`config.mk`:
```
export PLATFORM = sky130hd
export DESIGN_NAME = lpcp_color
export DESIGN_NICKNAME = d
export VERILOG_FILES = /design/src/rtl/lidar_point_camera_projection_defines.svh /design/src/rtl/lpcp_pkg.sv /design/src/rtl/lpcp_color.sv
export SDC_FILE = /design/constraint.sdc
export NUM_CORES = 1
export LEC_CHECK = 0
export BUFFER_PORTS_ARGS = -buffer_cell sky130_fd_sc_hd__buf_4
export CORE_UTILIZATION = 60
export CTS_CLUSTER_DIAMETER = 30
export DETAILED_ROUTE_END_ITERATION = 10
export PLACE_DENSITY = 0.77
export SYNTH_ARGS = -nofsm -noshare
export SYNTH_HDL_FRONTEND = slang
export SYNTH_SLANG_ARGS = --single-unit
```
`constraint.sdc`:
```
create_clock -name clk_i -period 8.4 [get_ports clk_i]
set_clock_uncertainty 0.15 [all_clocks]
set_input_delay 1.68 -clock clk_i [delete_from_list [all_inputs] [get_ports clk_i]]
set_output_delay 1.68 -clock clk_i [all_outputs]
set_load 0.02 [all_outputs]
```
`src/rtl/lidar_point_camera_projection_defines.svh`:
```
// Assertion macros shared by the projection block.
`ifndef LIDAR_POINT_CAMERA_PROJECTION_DEFINES_SVH
`define LIDAR_POINT_CAMERA_PROJECTION_DEFINES_SVH

// Same-cycle implication, checked on every rising clock edge outside reset.
`define LPCP_ASSERT_NOW(lbl, ante, cons, msg) \
  lbl: assert property (@(posedge clk_i) disable iff (!rst_ni) (ante) |-> (cons)) \
    else $error(msg);

// Next-cycle implication, checked on every rising clock edge outside reset.
`define LPCP_ASSERT_NEXT(lbl, ante, cons, msg) \
  lbl: assert property (@(posedge clk_i) disable iff (!rst_ni) (ante) |=> (cons)) \
    else $error(msg);

`endif

```
`src/rtl/lpcp_pkg.sv`:
```
// Shared types, constants and helpers of the lidar projection block.
`timescale 1ns / 1ps
`default_nettype none
package lpcp_pkg;

  localparam int unsigned CoordW   = 24;
  localparam int unsigned CoefW    = 16;
  localparam int unsigned ProdW    = CoefW + CoordW;
  localparam int unsigned CamW     = 42;
  localparam int unsigned NumW     = 58;
  localparam int unsigned QuotW    = 18;
  localparam int unsigned RemW     = CamW + 1;
  localparam int unsigned XformLat = 3;
  localparam int unsigned DivLat   = QuotW + 1;
  localparam int unsigned PipeLat  = XformLat + DivLat;
  localparam int unsigned MaxDim   = 4096;
  localparam int unsigned DimW     = 13;

  localparam logic [11:0] MaxIntensity = 12'd2300;
  localparam logic [20:0] RecipIntens  = 21'd1867378;  // ceil(2^32 / 2300)
  localparam int unsigned RecipShift   = 32;

  typedef enum logic [2:0] {
    CFG_ROW_X     = 3'd0,
    CFG_ROW_Y     = 3'd1,
    CFG_ROW_Z     = 3'd2,
    CFG_FOCAL     = 3'd3,
    CFG_PRINCIPAL = 3'd4,
    CFG_IMAGE     = 3'd5
  } cfg_idx_e;

  typedef struct packed {
    logic [63:0] row_x;
    logic [63:0] row_y;
    logic [63:0] row_z;
    logic [15:0] fx;
    logic [15:0] fy;
    logic [15:0] cx;
    logic [15:0] cy;
    logic [15:0] width;
    logic [15:0] height;
  } cfg_t;

  typedef struct packed {
    logic signed [NumW-1:0] num_u;
    logic signed [NumW-1:0] num_v;
    logic        [CamW-1:0] den;
    logic                   zpos;
  } xform_t;

  typedef struct packed {
    logic [QuotW-1:0] quot;
    logic             rem_nz;
    logic             neg;
    logic             ovf;
  } div_res_t;

  typedef struct packed {
    logic [7:0] blue;
    logic [7:0] green;
    logic [7:0] red;
  } color_t;

  typedef struct packed {
    color_t color;
    logic   zpos;
  } side_t;

  function automatic logic [DimW-1:0] clamp_dim(input logic [15:0] d);
    if (d > 16'(MaxDim)) begin
      clamp_dim = DimW'(MaxDim);
    end else begin
      clamp_dim = d[DimW-1:0];
    end
  endfunction

endpackage
`default_nettype wire

```
`src/rtl/lpcp_color.sv`:
```
// Three-stage intensity colour ramp with reciprocal division by the full scale.
`timescale 1ns / 1ps
`default_nettype none
module lpcp_color (
  input  wire logic            clk_i,
  input  wire logic            en_i,
  input  wire logic [15:0]     intensity_i,
  output      lpcp_pkg::color_t color_o
);
  import lpcp_pkg::*;

  logic [11:0] b_x, g_x, r_x;
  logic [17:0] dbl;
  logic [17:0] dev;
  logic        b_sat_d;
  logic [19:0] num_d [3];
  logic [19:0] num_q [3];
  logic        b_sat_q, b_sat2_q;
  logic [40:0] quo_q [3];

  always_comb begin
    b_sat_d = (intensity_i >= 16'(MaxIntensity));
    b_x     = b_sat_d ? 12'd0 : intensity_i[11:0];
    r_x     = b_sat_d ? 12'd0 : (MaxIntensity - intensity_i[11:0]);
    dbl     = {1'b0, intensity_i, 1'b0};
    dev     = (dbl >= 18'(MaxIntensity)) ? (dbl - 18'(MaxIntensity))
                                         : (18'(MaxIntensity) - dbl);
    g_x     = (dev < 18'(MaxIntensity)) ? (MaxIntensity - dev[11:0]) : 12'd0;
    // Times 255 as a shift and subtract.
    num_d[0] = ({8'd0, b_x} << 8) - {8'd0, b_x};
    num_d[1] = ({8'd0, g_x} << 8) - {8'd0, g_x};
    num_d[2] = ({8'd0, r_x} << 8) - {8'd0, r_x};
  end

  always_ff @(posedge clk_i) begin
    if (en_i) begin
      for (int k = 0; k < 3; k++) begin
        num_q[k] <= num_d[k];
        quo_q[k] <= num_q[k] * RecipIntens;
      end
      b_sat_q       <= b_sat_d;
      b_sat2_q      <= b_sat_q;
      color_o.blue  <= b_sat2_q ? 8'hFF : quo_q[0][RecipShift +: 8];
      color_o.green <= quo_q[1][RecipShift +: 8];
      color_o.red   <= quo_q[2][RecipShift +: 8];
    end
  end

endmodule
`default_nettype wire

```
; After elaboration in Yosys (flattened, before gate mapping)
; Memory sizes are Yosys's and may differ from the RTL's. A register that Yosys moved wholly into a read port is not among the register bits.
; Index checks and enable logic that the tools add are counted.
[op_classes]
multipliers = 3
order_cmp = 3
n_shift = 0
addsub = 7
n_bitwise = 0
div_mod_pow = 0
eq_ne = 0
reduce_logical = 0
n_mux = 6
[ops]
columns = cell, count
row1 = $mul A20 B20 Y40 const B, 3
row2 = $sub A20 B12 Y20, 3
row3 = $mux W12, 3
row4 = $sub A12 B12 Y12 const A, 2
row5 = $lt A18 B12 Y1 const B, 1
row6 = $mux W18, 1
row7 = $sub A12 B17 Y18 const A, 1
row8 = $sub A17 B12 Y18 const B, 1
row9 = $ge A17 B12 Y1 const B, 1
row10 = $ge A16 B12 Y1 const B, 1
row11 = $mux W1, 2
[totals]
memories = 2
ram_bits = 180
word_cells = 23
latch_bits = 0
mem_bits_ro = 0
out_inout_bits = 24
ff_bits = 2
[mem_list]
columns = name, depth, word_bits, read_ports, rd_ports_with_merged_regs, write_ports, line_no
row1 = quo_q, 3, 40, 3, 3, 3, lpcp_color.sv:19  ; logic [40:0] quo_q [3];
row2 = num_q, 3, 20, 3, 0, 3, lpcp_color.sv:17  ; logic [19:0] num_q [3];

; Logic depth before layout (Yosys ltp)
[depth]
word_depth = 5
mapped_depth = 23
mapped_depth_nobuf = 23

; Worst setup path before layout
; OpenSTA, ideal clock, no wires.
[synth_timing]
path_kind = reg2reg
startpoint = memory num_q[2][5], in the netlist num_q[0][45]
endpoint = memory quo_q[2][33] (netlist name), data pin
stages_incl_launch_ff = 21
synth_period_minus_slack_ns = 6.594
required_time_ns = 8.115
path_slack_ns = 1.806
t_arrival_ns = 6.309
cell_sequence = edfxtp_1 inv_1 fa_1 fa_1 fa_1 fa_1 inv_1 fa_1 fa_1 inv_1 fa_1 inv_1 ha_1 a21o_1 a21oi_1 nand2_1 a211o_1 and3_1 o32a_1 or4b_2 nand3_1
[synth_lines]
columns = element, line_no
row1 = start: declaration, lpcp_color.sv:17
row2 = end: declaration, lpcp_color.sv:19

==> results.rst <==
.. list-table::
   :header-rows: 1

   * - Metric
     - Value
   * - Total I/O pin count
     - 42
   * - Total DRC errors in the routed layout
     - 0
   * - Worst Path Arrival
     - 7.28 ns
   * - Buffer levels on the longest clock path
     - 2
   * - Total routing usage reported by global routing
     - 27.3%
   * - Ratio of cells with drive above 1 in the final layout
     - 3.64%
   * - Synth area leader
     - sky130_fd_sc_hd__fa_1
   * - Via count
     - 17600
   * - Number of levels the H-tree was split into
     - 3
   * - Crit Reg-Reg Endpoint
     - quo_q[1][33]
   * - Min cycle time layout
     - 7.28 ns
   * - Clock insertion delay at the later pin of the skew report
     - 0.39 ns
   * - Net count, final
     - between 3000 and 4000
   * - Endpoint, Worst Hold
     - color_o[1]
   * - Weighted congestion reported at the end of routability-driven placement
     - 0.966
   * - Initial antenna violation count
     - 3
   * - Sequential area share after synthesis
     - 12.4%
   * - XOR/XNOR share of the synthesized area
     - ~2.9%
   * - Max cap viols
     - 0
   * - Number of synthesized flops with an enable pin
     - 108
   * - Total wire length after detailed routing
     - 56200 um
   * - Worst hold stages
     - 0
   * - Chip height
     - about 210 um
   * - Proportion of register bits with asynchronous set or reset after synthesis
     - 0%
   * - Number of iterations in the first detailed-routing pass
     - 5
   * - RSZ-0062 raised after global routing
     - false
   * - Startpoint of the worst hold path
     - quo_q[2][32]
   * - Total of buffers placed on input and output ports
     - 41
   * - Adder-Cell Fraction of Synth Area
     - slightly below 60%
   * - Highest Clock Rate
     - 137 MHz
   * - Class of the worst hold path
     - register to register
   * - Slew at the pin with the worst max-slew slack
     - between 1 and 1.5 ns
   * - Routed WL per cell
     - between 15 and 20 um
   * - Run status
     - completed
   * - Average size of a mapped cell
     - just over 10 um2
   * - Post-cts hold buffer count
     - 0
   * - PostCTS Resize Cnt
     - 0
   * - Area share of and/or/nand/nor cells after synthesis
     - 6.18%
   * - GR Overflow Total
     - 0
   * - Cell area after synthesis
     - 26200 um2
   * - Core Area
     - 43100 um2
   * - Iteration-0 DRC Markers
     - 1083
   * - Die Outline Area
     - 44600 um2
   * - Main combinational cell family by area after synthesis
     - adder cells
   * - Final setup viols
     - 0
   * - Clock input transition at the sequential cells of the worst setup and hold paths
     - 0.08 ns
   * - Classification of the worst setup path
     - register to register
   * - Number of antenna-violating nets in the routed design
     - 0
   * - Root buf cell
     - sky130_fd_sc_hd__clkbuf_16
   * - Clk sink count
     - 108
   * - Count of cell types in the netlist
     - 82
   * - Crit path required time
     - 8.40 ns
   * - CTS tree
     - built
   * - Share of the synthesized area in the top cell type
     - about a third
   * - Starting utilization of the core area
     - between 60% and 70%
   * - Postcts setup bufs
     - 0
   * - Synth warn
     - 0
   * - Global-route wire length before repair
     - 95100 um
   * - Worst reg2reg path depth
     - 21
   * - Number of pins with negative max-slew slack in the final report
     - 0
   * - Most used flip-flop cell after synthesis
     - sky130_fd_sc_hd__edfxtp_1
   * - Worst-case headroom to the max-slew limit
     - 29.6%
   * - Final hold violation count
     - 0
   * - Aggregate negative setup slack
     - 0 ns
   * - Floorplan row count
     - 76
   * - Synth Area in Compound Gates
     - 7.71%
   * - Relative area change from synthesis to final layout
     - 4.53%
   * - Capturing element type of the critical path
     - register
   * - Reg-to-reg critical path startpoint
     - num_q[0][27]
   * - CTS buffer count
     - 9
   * - CP max FO
     - 6
   * - Synth Register Bits
     - 108
   * - Share of cell area taken by muxes after synthesis
     - less than 1%
   * - Final worst path period share
     - 86.7%
   * - Startpoint type of the worst setup path
     - register
   * - Gate Count Post-Synth
     - between 2000 and 3000
   * - Synthesized netlist net count
     - 3575
   * - Number of global-route vias before repair
     - 18800
   * - Half-perimeter wire length after placement
     - roughly 50000 um
   * - Die boundary width
     - 211 um
   * - Largest cells by area after synthesis
     - sky130_fd_sc_hd__fa_1 (33%), sky130_fd_sc_hd__ha_1 (27%), sky130_fd_sc_hd__edfxtp_1 (12%), sky130_fd_sc_hd__inv_1 (10%), sky130_fd_sc_hd__xnor2_1 (2.1%)
   * - Pin count of the biggest net entering global routing
     - 76
   * - Reg2reg setup slack
     - 1.12 ns
   * - Avg Vias per Cell
     - 5.56
stage by stage:
stage | area [um2] | std cells | util [%] | worst slack, ns | hold slack, ns
after CTS | 27400 | 3170 | 63.7 | 1.25 | 0.273
after global placement | 27200 | 3157 | 63.1 | 1.41 | 0.251
after detailed placement | 27200 | 3157 | 63.1 | 1.25 | 0.255
after floorplan | 26200 | 2562 | - | 1.81 | 0.250
final | 27400 | 3172 | 63.7 | 1.12 | 0.271
after global routing | 27400 | 3172 | 63.7 | 0.764 | 0.275
final cells by class:
type | instances | area (um2)
Antenna cell | 2 | 5.00
Timing Repair Buffer | 46 | 345
Clock inverter | 4 | 28.8
Multi-Input combinational cell | 1691 | 20100
Tap cell | 585 | 732
Clock buffer | 9 | 225
Inverter | 727 | 2730
Fill cell | 3457 | 15700
Sequential cell | 108 | 3240
cells in the mapped netlist, drive strengths merged (7+ instances only):
library cell,n
edfxtp,108
a21o,31
xor2,22
o211ai,8
nor3,37
o21ai,44
nand2,62
fa,426
o21a,14
or3,16
a2111oi,7
xnor2,63
and3,8
nor2,63
clkbuf,25
nand2b,16
a21oi,72
nor4,9
inv,726
nand3,31
buf,11
a211oi,14
nand4,15
ha,569
or2,19
a31o,7
o22ai,10
a31oi,11
and2,9
sequential cells by signal, indices dropped and copies added (netlist names):
signal / flops
b_sat2_q: 1
b_sat_q: 1
color_o: 24
num_q: 58
quo_q: 24
worst max-delay path by stage:
stage                      start           end  slack, ns  cells past startpoint
floorplan           num_q[0][45]  quo_q[2][33]       1.81                     20
global placement    num_q[0][26]  quo_q[1][38]       1.41                     21
detailed placement  num_q[0][27]  quo_q[1][33]       1.25                     21
CTS                 num_q[0][27]  quo_q[1][33]       1.25                     21
global route        num_q[0][26]  quo_q[1][33]       0.76                     21
finish              num_q[0][27]  quo_q[1][33]       1.12                     21
layout by cell type (no fill, tap or decap), types with 7 or more instances in the layout:
cell | Yosys | layout
sky130_fd_sc_hd__o21ai_0 | 40 | 40
sky130_fd_sc_hd__a21oi_1 | 71 | 70
sky130_fd_sc_hd__edfxtp_1 | 108 | 108
sky130_fd_sc_hd__o211ai_1 | 8 | 8
sky130_fd_sc_hd__or2_2 | 18 | 18
sky130_fd_sc_hd__clkbuf_16 | 0 | 9
sky130_fd_sc_hd__ha_1 | 569 | 569
sky130_fd_sc_hd__nand2b_1 | 16 | 16
sky130_fd_sc_hd__nand4_1 | 15 | 15
sky130_fd_sc_hd__nand2_1 | 62 | 62
sky130_fd_sc_hd__or3_1 | 16 | 16
sky130_fd_sc_hd__a31oi_1 | 11 | 11
sky130_fd_sc_hd__buf_4 | 0 | 46
sky130_fd_sc_hd__and2_1 | 8 | 8
sky130_fd_sc_hd__xor2_1 | 21 | 21
sky130_fd_sc_hd__a2111oi_0 | 7 | 7
sky130_fd_sc_hd__a21o_1 | 31 | 31
sky130_fd_sc_hd__a211oi_1 | 14 | 14
sky130_fd_sc_hd__nor2_1 | 63 | 63
sky130_fd_sc_hd__and3_1 | 8 | 8
sky130_fd_sc_hd__inv_1 | 725 | 725
sky130_fd_sc_hd__nand3_1 | 31 | 31
sky130_fd_sc_hd__xnor2_1 | 62 | 62
sky130_fd_sc_hd__o22ai_1 | 9 | 9
sky130_fd_sc_hd__fa_1 | 426 | 426
sky130_fd_sc_hd__nor4_1 | 9 | 9
sky130_fd_sc_hd__nor3_1 | 36 | 36
sky130_fd_sc_hd__o21a_1 | 14 | 14
logic make-up (layout without fill, tap and decap cells):
kind of cell,after synthesis,after routing
mux,6,6
flops,108,108
xor+xnor,85,85
buf+inv,763,786
other cells,0,2
fa+ha+maj,995,995
simple gates,313,313
compound gates,292,292
per-layer routing:
layer  GRT usage (%)  wire [um]  vias up
met5               0         13        -
met4            6.15       1030        2
met3            4.24       3310       70
met2            44.3      26300      459
li1                -          -     8340
met1            38.7      25500     8753
critical path: stages (launching register included):
cell	delay (ns)
sky130_fd_sc_hd__edfxtp_1	0.54
sky130_fd_sc_hd__fa_1	0.57
sky130_fd_sc_hd__fa_1	0.49
sky130_fd_sc_hd__inv_1	0.05
sky130_fd_sc_hd__fa_1	0.40
sky130_fd_sc_hd__fa_1	0.50
sky130_fd_sc_hd__inv_1	0.06
sky130_fd_sc_hd__fa_1	0.49
sky130_fd_sc_hd__fa_1	0.49
sky130_fd_sc_hd__inv_1	0.05
sky130_fd_sc_hd__fa_1	0.47
sky130_fd_sc_hd__inv_1	0.04
sky130_fd_sc_hd__ha_1	0.28
sky130_fd_sc_hd__a21o_1	0.18
sky130_fd_sc_hd__a2111oi_0	0.91
sky130_fd_sc_hd__o211ai_1	0.19
sky130_fd_sc_hd__a21oi_1	0.20
sky130_fd_sc_hd__o211ai_1	0.23
sky130_fd_sc_hd__a21oi_1	0.34
sky130_fd_sc_hd__o21bai_1	0.14
sky130_fd_sc_hd__a21oi_1	0.19
sky130_fd_sc_hd__xnor2_1	0.09
Power is not shown: default switching activity piles up to over one toggle a cycle in this logic, so the estimate is an artifact.
